[config.mk]
export PLATFORM = sky130hd
export DESIGN_NAME = seeded_grid_cell_selector
export DESIGN_NICKNAME = d
export VERILOG_FILES = /design/src/hw/rtl/sgcs_pkg.sv /design/src/hw/rtl/seeded_grid_cell_selector.sv /design/src/hw/rtl/sgcs_divider.sv /design/src/hw/rtl/sgcs_cell.sv
export SDC_FILE = /design/constraint.sdc
export NUM_CORES = 2
export LEC_CHECK = 0
export ABC_AREA = 1
export BUFFER_PORTS_ARGS = -buffer_cell sky130_fd_sc_hd__buf_2
export CAP_MARGIN = 20
export CELL_PAD_IN_SITES_DETAIL_PLACEMENT = 1
export CELL_PAD_IN_SITES_GLOBAL_PLACEMENT = 2
export CORE_ASPECT_RATIO = 0.75
export CORE_UTILIZATION = 43
export DETAILED_ROUTE_END_ITERATION = 8
export PLACE_DENSITY = 0.94
export REMOVE_ABC_BUFFERS = 1
export SLEW_MARGIN = 20
export SYNTH_ARGS = -nofsm -noshare
export SYNTH_HDL_FRONTEND = slang
export SYNTH_SLANG_ARGS = --single-unit
[constraint.sdc]
create_clock -name i_clk -period 12.1 [get_ports i_clk]
set_input_delay 0.605 -clock i_clk [delete_from_list [all_inputs] [get_ports i_clk]]
set_output_delay 0.605 -clock i_clk [all_outputs]
set_load 0.03 [all_outputs]
[src/hw/rtl/sgcs_pkg.sv]
`timescale 1ns / 1ps
// ----------------------------------------------------------------------------
// Seeded grid cell selector package
// Shared types and constants: controller states, the token passed along the
// chain of cells, field widths and configuration register indexes.
// ----------------------------------------------------------------------------
package sgcs_pkg;

    localparam int SEED_W  = 64;
    localparam int CELL_W  = 16;
    localparam int COORD_W = 8;
    localparam int COUNT_W = 5;
    localparam int CFG_IDX_W  = 2;
    localparam int CFG_DATA_W = 8;

    localparam logic [CFG_IDX_W-1:0] CFG_GRID_COLUMNS = 2'd0;
    localparam logic [CFG_IDX_W-1:0] CFG_GRID_ROWS    = 2'd1;
    localparam logic [CFG_IDX_W-1:0] CFG_PICK_COUNT   = 2'd2;

    typedef enum logic [1:0] {
        ST_IDLE,
        ST_DIVIDE,
        ST_INJECT,
        ST_DRAIN
    } t_state;

    typedef struct packed {
        logic              valid;
        logic              landed;
        logic [CELL_W-1:0] target;
        logic [CELL_W-1:0] carry;
    } t_token;

endpackage

[src/hw/rtl/seeded_grid_cell_selector.sv]
`timescale 1ns / 1ps
// ----------------------------------------------------------------------------
// Seeded grid cell selector
// Picks pick_count distinct cells of a grid from one 64-bit seed read as a
// mixed-radix number, and reports each pick as a column and a row.
// ----------------------------------------------------------------------------
// Usage:
//   Write grid_columns, grid_rows and pick_count through i_cfg_we, i_cfg_index
//   and i_cfg_data while busy is low. A seed beat is taken at a clock edge
//   with start high and busy low. Each result beat shows on the o_ ports for
//   one cycle with o_valid high; o_last_pick marks the final beat of a seed.
//   A bad configuration gives a single beat with o_bad_config high in the
//   cycle after start, and busy stays low.
//   Each pick runs a 64-step seed division (one quotient bit per cycle), then
//   walks a chain of MAX_PICKS cells and a 16-step coordinate division; the
//   walk and coordinate steps overlap the next seed division, and the seed
//   divider sets the pace of the result beats. A new seed is not taken until
//   the last pick of the previous seed has drained. Reset (synchronous, active
//   low) returns the controller to idle and the configuration registers to 1.
//   The receiver cannot stall, so results are never held.
// ----------------------------------------------------------------------------
module seeded_grid_cell_selector #(
    parameter int MAX_PICKS = 16
) (
    input  logic                                i_clk,
    input  logic                                i_rst_n,
    input  logic                                start,
    output logic                                busy,
    input  logic                                i_cfg_we,
    input  logic [sgcs_pkg::CFG_IDX_W-1:0]      i_cfg_index,
    input  logic [sgcs_pkg::CFG_DATA_W-1:0]     i_cfg_data,
    input  logic [sgcs_pkg::SEED_W-1:0]         i_seed,
    output logic                                o_valid,
    output logic [sgcs_pkg::COORD_W-1:0]        o_cell_column,
    output logic [sgcs_pkg::COORD_W-1:0]        o_cell_row,
    output logic                                o_last_pick,
    output logic                                o_bad_config
);

    localparam int FILL_W = $clog2(MAX_PICKS + 1);

    sgcs_pkg::t_state                  r_state;
    sgcs_pkg::t_state                  n_state;

    logic [sgcs_pkg::COORD_W-1:0]      r_columns;
    logic [sgcs_pkg::COORD_W-1:0]      r_rows;
    logic [sgcs_pkg::COUNT_W-1:0]      r_pick_count;

    logic [sgcs_pkg::CELL_W-1:0]       r_free;
    logic [sgcs_pkg::CELL_W-1:0]       n_free;
    logic [sgcs_pkg::COUNT_W-1:0]      r_left;
    logic [sgcs_pkg::COUNT_W-1:0]      n_left;
    logic [sgcs_pkg::COUNT_W-1:0]      r_emit_left;
    logic [sgcs_pkg::COUNT_W-1:0]      n_emit_left;
    logic [FILL_W-1:0]                 r_filled;
    logic [FILL_W-1:0]                 n_filled;
    logic                              r_inflight;
    logic                              n_inflight;

    logic                              r_valid;
    logic                              n_valid;
    logic [sgcs_pkg::COORD_W-1:0]      r_col;
    logic [sgcs_pkg::COORD_W-1:0]      n_col;
    logic [sgcs_pkg::COORD_W-1:0]      r_row;
    logic [sgcs_pkg::COORD_W-1:0]      n_row;
    logic                              r_last;
    logic                              n_last;
    logic                              r_bad;
    logic                              n_bad;

    logic [sgcs_pkg::CELL_W-1:0]       w_total;
    logic                              w_bad;

    logic                              w_seed_start;
    logic [sgcs_pkg::SEED_W-1:0]       w_seed_dividend;
    logic [sgcs_pkg::CELL_W-1:0]       w_seed_divisor;
    logic                              w_seed_done;
    logic [sgcs_pkg::SEED_W-1:0]       w_seed_quo;
    logic [sgcs_pkg::CELL_W-1:0]       w_seed_rem;

    logic                              w_coord_start;
    logic                              w_coord_done;
    logic [sgcs_pkg::CELL_W-1:0]       w_coord_quo;
    logic [sgcs_pkg::COORD_W-1:0]      w_coord_rem;

    sgcs_pkg::t_token                  w_inject;
    sgcs_pkg::t_token                  w_tok [MAX_PICKS+1];

    assign w_total = {8'b0, r_columns} * {8'b0, r_rows};
    assign w_bad   = (r_columns == '0) || (w_total == '0) || (r_pick_count == '0) ||
                     ({11'b0, r_pick_count} > 16'(MAX_PICKS)) ||
                     ({11'b0, r_pick_count} > w_total);

    always_ff @(posedge i_clk) begin
        if (!i_rst_n) begin
            r_columns    <= 8'd1;
            r_rows       <= 8'd1;
            r_pick_count <= 5'd1;
        end else if (i_cfg_we) begin
            case (i_cfg_index)
                sgcs_pkg::CFG_GRID_COLUMNS: r_columns    <= i_cfg_data;
                sgcs_pkg::CFG_GRID_ROWS:    r_rows       <= i_cfg_data;
                sgcs_pkg::CFG_PICK_COUNT:   r_pick_count <= i_cfg_data[sgcs_pkg::COUNT_W-1:0];
                default: ;
            endcase
        end
    end

    sgcs_divider #(
        .DIVIDEND_W (sgcs_pkg::SEED_W),
        .DIVISOR_W  (sgcs_pkg::CELL_W)
    ) u_seed_div (
        .i_clk       (i_clk),
        .i_rst_n     (i_rst_n),
        .i_start     (w_seed_start),
        .i_dividend  (w_seed_dividend),
        .i_divisor   (w_seed_divisor),
        .o_done      (w_seed_done),
        .o_quotient  (w_seed_quo),
        .o_remainder (w_seed_rem)
    );

    sgcs_divider #(
        .DIVIDEND_W (sgcs_pkg::CELL_W),
        .DIVISOR_W  (sgcs_pkg::COORD_W)
    ) u_coord_div (
        .i_clk       (i_clk),
        .i_rst_n     (i_rst_n),
        .i_start     (w_coord_start),
        .i_dividend  (w_tok[MAX_PICKS].target),
        .i_divisor   (r_columns),
        .o_done      (w_coord_done),
        .o_quotient  (w_coord_quo),
        .o_remainder (w_coord_rem)
    );

    assign w_tok[0] = w_inject;

    for (genvar g = 0; g < MAX_PICKS; g++) begin : g_chain
        sgcs_cell u_cell (
            .i_clk      (i_clk),
            .i_rst_n    (i_rst_n),
            .i_token    (w_tok[g]),
            .i_occupied (FILL_W'(g) < r_filled),
            .i_tail     (FILL_W'(g) == r_filled),
            .o_token    (w_tok[g+1])
        );
    end

    always_comb begin
        n_state         = r_state;
        n_free          = r_free;
        n_left          = r_left;
        n_emit_left     = r_emit_left;
        n_filled        = r_filled;
        n_inflight      = r_inflight;
        n_valid         = 1'b0;
        n_col           = r_col;
        n_row           = r_row;
        n_last          = r_last;
        n_bad           = r_bad;
        w_seed_start    = 1'b0;
        w_seed_dividend = i_seed;
        w_seed_divisor  = w_total;
        w_coord_start   = 1'b0;
        w_inject        = '0;
        w_inject.target = w_seed_rem;

        if (w_tok[MAX_PICKS].valid) begin
            n_inflight    = 1'b0;
            n_filled      = r_filled + FILL_W'(1);
            w_coord_start = 1'b1;
        end

        if (w_coord_done) begin
            n_valid     = 1'b1;
            n_col       = w_coord_rem;
            n_row       = w_coord_quo[sgcs_pkg::COORD_W-1:0];
            n_last      = (r_emit_left == sgcs_pkg::COUNT_W'(1));
            n_bad       = 1'b0;
            n_emit_left = r_emit_left - sgcs_pkg::COUNT_W'(1);
        end

        case (r_state)
            sgcs_pkg::ST_IDLE: begin
                if (start) begin
                    n_filled = '0;
                    if (w_bad) begin
                        n_valid = 1'b1;
                        n_col   = '0;
                        n_row   = '0;
                        n_last  = 1'b1;
                        n_bad   = 1'b1;
                    end else begin
                        w_seed_start = 1'b1;
                        n_free       = w_total;
                        n_left       = r_pick_count;
                        n_emit_left  = r_pick_count;
                        n_state      = sgcs_pkg::ST_DIVIDE;
                    end
                end
            end
            sgcs_pkg::ST_DIVIDE: begin
                if (w_seed_done) begin
                    n_state = sgcs_pkg::ST_INJECT;
                end
            end
            sgcs_pkg::ST_INJECT: begin
                if (!r_inflight) begin
                    w_inject.valid = 1'b1;
                    n_inflight     = 1'b1;
                    n_left         = r_left - sgcs_pkg::COUNT_W'(1);
                    n_free         = r_free - sgcs_pkg::CELL_W'(1);
                    if (r_left > sgcs_pkg::COUNT_W'(1)) begin
                        w_seed_start    = 1'b1;
                        w_seed_dividend = w_seed_quo;
                        w_seed_divisor  = r_free - sgcs_pkg::CELL_W'(1);
                        n_state         = sgcs_pkg::ST_DIVIDE;
                    end else begin
                        n_state = sgcs_pkg::ST_DRAIN;
                    end
                end
            end
            sgcs_pkg::ST_DRAIN: begin
                if (w_coord_done && (r_emit_left == sgcs_pkg::COUNT_W'(1))) begin
                    n_state = sgcs_pkg::ST_IDLE;
                end
            end
            default: begin
                n_state = sgcs_pkg::ST_IDLE;
            end
        endcase
    end

    always_ff @(posedge i_clk) begin
        if (!i_rst_n) begin
            r_state     <= sgcs_pkg::ST_IDLE;
            r_left      <= '0;
            r_emit_left <= '0;
            r_filled    <= '0;
            r_inflight  <= 1'b0;
            r_valid     <= 1'b0;
        end else begin
            r_state     <= n_state;
            r_left      <= n_left;
            r_emit_left <= n_emit_left;
            r_filled    <= n_filled;
            r_inflight  <= n_inflight;
            r_valid     <= n_valid;
        end
    end

    always_ff @(posedge i_clk) begin
        r_free <= n_free;
        r_col  <= n_col;
        r_row  <= n_row;
        r_last <= n_last;
        r_bad  <= n_bad;
    end

    assign busy          = (r_state != sgcs_pkg::ST_IDLE);
    assign o_valid       = r_valid;
    assign o_cell_column = r_col;
    assign o_cell_row    = r_row;
    assign o_last_pick   = r_last;
    assign o_bad_config  = r_bad;

endmodule

[src/hw/rtl/sgcs_divider.sv]
`timescale 1ns / 1ps
// ----------------------------------------------------------------------------
// Iterative restoring divider
// Produces one quotient bit per cycle; quotient and remainder hold after the
// done pulse until the next start.
// ----------------------------------------------------------------------------
module sgcs_divider #(
    parameter int DIVIDEND_W = 64,
    parameter int DIVISOR_W  = 16
) (
    input  logic                  i_clk,
    input  logic                  i_rst_n,
    input  logic                  i_start,
    input  logic [DIVIDEND_W-1:0] i_dividend,
    input  logic [DIVISOR_W-1:0]  i_divisor,
    output logic                  o_done,
    output logic [DIVIDEND_W-1:0] o_quotient,
    output logic [DIVISOR_W-1:0]  o_remainder
);

    localparam int CNT_W = $clog2(DIVIDEND_W + 1);

    logic                  r_busy;
    logic                  r_done;
    logic [CNT_W-1:0]      r_count;
    logic [DIVIDEND_W-1:0] r_quo;
    logic [DIVISOR_W-1:0]  r_rem;
    logic [DIVISOR_W-1:0]  r_div;
    logic [DIVISOR_W:0]    w_trial;
    logic [DIVISOR_W:0]    w_diff;
    logic                  w_ge;

    assign w_trial = {r_rem, r_quo[DIVIDEND_W-1]};
    assign w_ge    = w_trial >= {1'b0, r_div};
    assign w_diff  = w_trial - {1'b0, r_div};

    always_ff @(posedge i_clk) begin
        if (!i_rst_n) begin
            r_busy  <= 1'b0;
            r_done  <= 1'b0;
            r_count <= '0;
        end else begin
            r_done <= 1'b0;
            if (i_start) begin
                r_busy  <= 1'b1;
                r_count <= CNT_W'(DIVIDEND_W);
            end else if (r_busy) begin
                r_count <= r_count - CNT_W'(1);
                if (r_count == CNT_W'(1)) begin
                    r_busy <= 1'b0;
                    r_done <= 1'b1;
                end
            end
        end
    end

    always_ff @(posedge i_clk) begin
        if (i_start) begin
            r_quo <= i_dividend;
            r_rem <= '0;
            r_div <= i_divisor;
        end else if (r_busy) begin
            r_quo <= {r_quo[DIVIDEND_W-2:0], w_ge};
            r_rem <= w_ge ? w_diff[DIVISOR_W-1:0] : w_trial[DIVISOR_W-1:0];
        end
    end

    assign o_done      = r_done;
    assign o_quotient  = r_quo;
    assign o_remainder = r_rem;

endmodule

[src/hw/rtl/sgcs_cell.sv]
`timescale 1ns / 1ps
// ----------------------------------------------------------------------------
// Chosen cell slot
// Holds one chosen cell of the ascending list. A token passing through skips
// over chosen cells no larger than its target, lands in the first larger or
// free slot, and then shifts the displaced entries one slot along.
// ----------------------------------------------------------------------------
module sgcs_cell (
    input  logic            i_clk,
    input  logic            i_rst_n,
    input  sgcs_pkg::t_token i_token,
    input  logic            i_occupied,
    input  logic            i_tail,
    output sgcs_pkg::t_token o_token
);

    sgcs_pkg::t_token                  r_token;
    sgcs_pkg::t_token                  n_token;
    logic [sgcs_pkg::CELL_W-1:0]       r_value;
    logic [sgcs_pkg::CELL_W-1:0]       n_value;

    always_comb begin
        n_token = i_token;
        n_value = r_value;
        if (i_token.valid) begin
            if (!i_token.landed) begin
                if (i_occupied) begin
                    if (r_value <= i_token.target) begin
                        n_token.target = i_token.target + sgcs_pkg::CELL_W'(1);
                    end else begin
                        n_token.landed = 1'b1;
                        n_token.carry  = r_value;
                        n_value        = i_token.target;
                    end
                end else if (i_tail) begin
                    n_token.landed = 1'b1;
                    n_value        = i_token.target;
                end
            end else begin
                if (i_occupied) begin
                    n_value       = i_token.carry;
                    n_token.carry = r_value;
                end else if (i_tail) begin
                    n_value = i_token.carry;
                end
            end
        end
    end

    always_ff @(posedge i_clk) begin
        if (!i_rst_n) begin
            r_token.valid <= 1'b0;
        end else begin
            r_token <= n_token;
        end
    end

    always_ff @(posedge i_clk) begin
        r_value <= n_value;
    end

    assign o_token = r_token;

endmodule
==> reports/metrics.cfg <==
[clocking]
post_cts_resized=0
post_cts_buffers=0
clk_pin_slew_ps=60
hold_buffers=0
cts.path.max_buffers=3
cts-root-buf=clkbuf_16
cts_sinks=1001
cts_tree=done
clock_latency_ps=760
htreeDepth=3
cts_buffers=108

[outcome]
status=finished, final reports clean

[sta]
drv_slew=0
max_freq_mhz=157
period_share_pct=52.7
rsz0062_at_grt=false
skew_ps=35.2
slew_headroom_pct=24.5
tightest_slew_ps=1130
min_period_ps=6380
hold_viol_final=0
hold_ws_ps=106
finalSetupViolCount=0
setup_tns_ps=0

[detailed_routing]
ant_nets=0
post_drt_wl_per_cell_um=20.2
routed_wl_mm=181
num_vias=50148
viasPerCell=5.60
drtIter0Drc=4324
first_pass_iters=6
drc=0

[hold_path]
hold_depth=3
hold_start=i_cfg_data[6]
min_to=r_columns[6]$_SDFFE_PN0P_
min_path_type=input port to flip-flop

[worst_setup_path]
reg2reg_depth=22
worstReg2RegStart=r_columns[3]$_SDFFE_PN0P_
timing.rr.end=u_seed_div.o_quotient[14]$_DFFE_PP_
cp-start-kind=flip-flop
worstPathMaxFanout=98
required_ps=12610
r2r_slack_ps=5720
path_class=flip-flop to flip-flop
critPathCaptureType=flip-flop
cp.arrival_ps=6890

[finish]
drive_above_1_share_pct=7.11
area.sequential_um2=28900
nFillCells=16307
syn2layout_area_growth_pct=9.67
fin_area_um2=66200
multi_input_area_um2=27100
finalNetCount=7471

[synth]
synth_largest_area_cell=edfxtp_1
ys_warn_count=0
synth_top_area_share_pct=44.1
yosysMostFrequentCell=nand2_1
avgSynthCellArea_um2=8.64
async_reset_ff_share_pct=0
syn-instance-count=6989
ys_ff_latch=1001
synth_edf_count=887
synth_top_cells_by_area=edfxtp_1 44%, nand2_1 9.8%, ha_1 7.2%
synth_ff_type=edfxtp_1
syn-cell-area_um2=60400
yosysUniqueCellTypes=61
synthTopCellsByCount=1569 x nand2_1, 887 x edfxtp_1, 857 x inv_1, 650 x o21ai_0, 551 x nor2_1
ys_seq_area_share_pct=47.9

[global_routing]
antenna_found_initial=2
grtUsageTotal_pct=25.6
grt_pass1_wl_mm=290
grt_overflow=0
grt_max_degree=194
grt_pass1_vias=51311

[power_and_ir_drop]
vdd_ir_drop_max_v=0.000140
cellLeakagePower_nw=27.8
power_w=0.00982
p_per_area_nw_per_um2=148

[floorplanning]
die_x_um=435
row_count=118
core-area_um2=139000
die_y_um=326
initial_core_util_pct=43.5
dieArea_um2=142000
ios=98

[placement]
io_buffers=97
place_hpwl_mm=134
gp_congestion=0.891
postPlaceCellArea_um2=62700

[run]
drv_cap=0

-- routing by layer --
metal / vias up / track usage [%] / routed length [um]
met4: 0 / 4.28 / 2500
met2: 1244 / 37.8 / 77600
met1: 25031 / 40.2 / 91000
li1: 23708 / - / -
met5: - / 0 / 0
met3: 165 / 3.16 / 10200
-- layout make-up --
| class | count | area share, % |
|---|---|---|
| sequential | 1001 | 43.7 |
| multi-input combinational | 4827 | 40.9 |
| inverter | 899 | 5.11 |
| clock buffer | 146 | 4.48 |
| tap | 1860 | 3.52 |
| timing repair buffer | 169 | 1.59 |
| clock inverter | 59 | 0.763 |
| antenna | 2 | 0.00756 |
-- worst max-delay path: stages (launching register included) --
cell and delay, ps:
dfxtp_1 660, nand2_1 160, fa_1 580, fa_1 450, fa_1 530, fa_1 550
inv_1 40, ha_1 370, nand2_1 100, nand2_1 70, a21oi_1 190, nand2_1 150
nand2_1 90, nand2_1 80, nor2_1 140, nand2_1 60, nor2_1 110, nand3_2 120
nand3_2 70, buf_4 610, nand2_8 590, nand2_1 230, nand2_1 80
-- through the flow --
step	util, %	cells	setup WS, ps
3_5_place_dp	45.2	8756	5390
2_1_floorplan	-	6727	3710
3_3_place_gp	45.2	8756	5490
6_report	47.8	8963	5720
5_1_grt	47.8	8961	5210
4_1_cts	47.7	8961	5400
-- layout by cell type (no fill, tap or decap), types with 15 or more instances in the layout --
cell type | synthesis | final
edfxtp_1 | 887 | 887
inv_1 | 857 | 857
xor2_1 | 234 | 234
dfxtp_1 | 114 | 114
clkinv_1 | 9 | 27
o21ai_1 | 12 | 15
nor3_1 | 125 | 125
o21ai_0 | 650 | 647
a21oi_1 | 427 | 426
clkbuf_16 | 0 | 109
fa_1 | 38 | 38
xnor2_1 | 22 | 22
inv_2 | 30 | 30
clkbuf_1 | 204 | 27
o211ai_1 | 137 | 137
nand3_1 | 283 | 282
nor2_1 | 551 | 548
a211oi_1 | 30 | 29
clkinv_2 | 0 | 18
a31oi_1 | 20 | 20
buf_2 | 38 | 96
nand4_1 | 79 | 79
nor2_2 | 17 | 20
nand2_1 | 1569 | 1567
buf_4 | 10 | 70
ha_1 | 349 | 349
o21bai_1 | 29 | 29
o22ai_1 | 30 | 30
nor4_1 | 31 | 31
or2_2 | 59 | 59
-- logic make-up (layout without fill, tap and decap cells) --
family	count (synthesis)	in the layout	share of synthesized area, %
muxes	1	1	0.0187
xor gates and xnor gates	256	256	3.71
buffers and inverters	1161	1273	7.38
adders and majority gates	387	387	8.49
and+or+nand+nor	2768	2768	19.4
DFF	1001	1001	47.9
other	0	2	0
AOI/OAI and AO/OA	1415	1415	13.1
-- state kept, by name, summed over array words and instances (netlist names), 7 cells and up --
name	count
r_rows	8
u_seed_div.o_quotient	64
r_free	16
r_columns	8
g_chain.u_cell.r_value	256
u_coord_div.r_div	8
g_chain.u_cell.o_token	527
u_seed_div.r_count	7
u_seed_div.r_div	16
u_coord_div.o_remainder	8
u_coord_div.o_quotient	16
u_seed_div.o_remainder	16
o_cell_row	8
o_cell_column	8
-- report_power, final --
| part | total [W] | leakage (nW) | internal [W] | switching (W) |
|---|---|---|---|---|
| Clock | 0.00332 | 1.68 | 0.00183 | 0.00149 |
| Combinational | 0.00191 | 16.7 | 0.000612 | 0.00130 |
| Sequential | 0.00459 | 9.42 | 0.00430 | 0.000287 |
| Total | 0.00982 | 27.8 | 0.00675 | 0.00308 |
-- worst max-delay path by stage --
stage / start / end / slack, ps / cells after the start
6_report: r_columns[3]$_SDFFE_PN0P_ / u_seed_div.o_quotient[14]$_DFFE_PP_ / 5720 / 22
4_1_cts: r_columns[3]$_SDFFE_PN0P_ / u_seed_div.o_quotient[0]$_DFFE_PP_ / 5400 / 22
5_1_grt: r_columns[2]$_SDFFE_PN0P_ / u_seed_div.o_quotient[55]$_DFFE_PP_ / 5210 / 22
3_5_place_dp: r_columns[3]$_SDFFE_PN0P_ / u_seed_div.o_quotient[0]$_DFFE_PP_ / 5390 / 22
3_3_place_gp: r_columns[3]$_SDFFE_PN0P_ / u_seed_div.r_count[6]$_SDFFE_PN0P_ / 5490 / 22
2_1_floorplan: r_columns[0]$_SDFFE_PN1P_ / u_seed_div.o_quotient[0]$_DFFE_PP_ / 3710 / 18
Note: power is estimated with default switching activity, not from simulation.
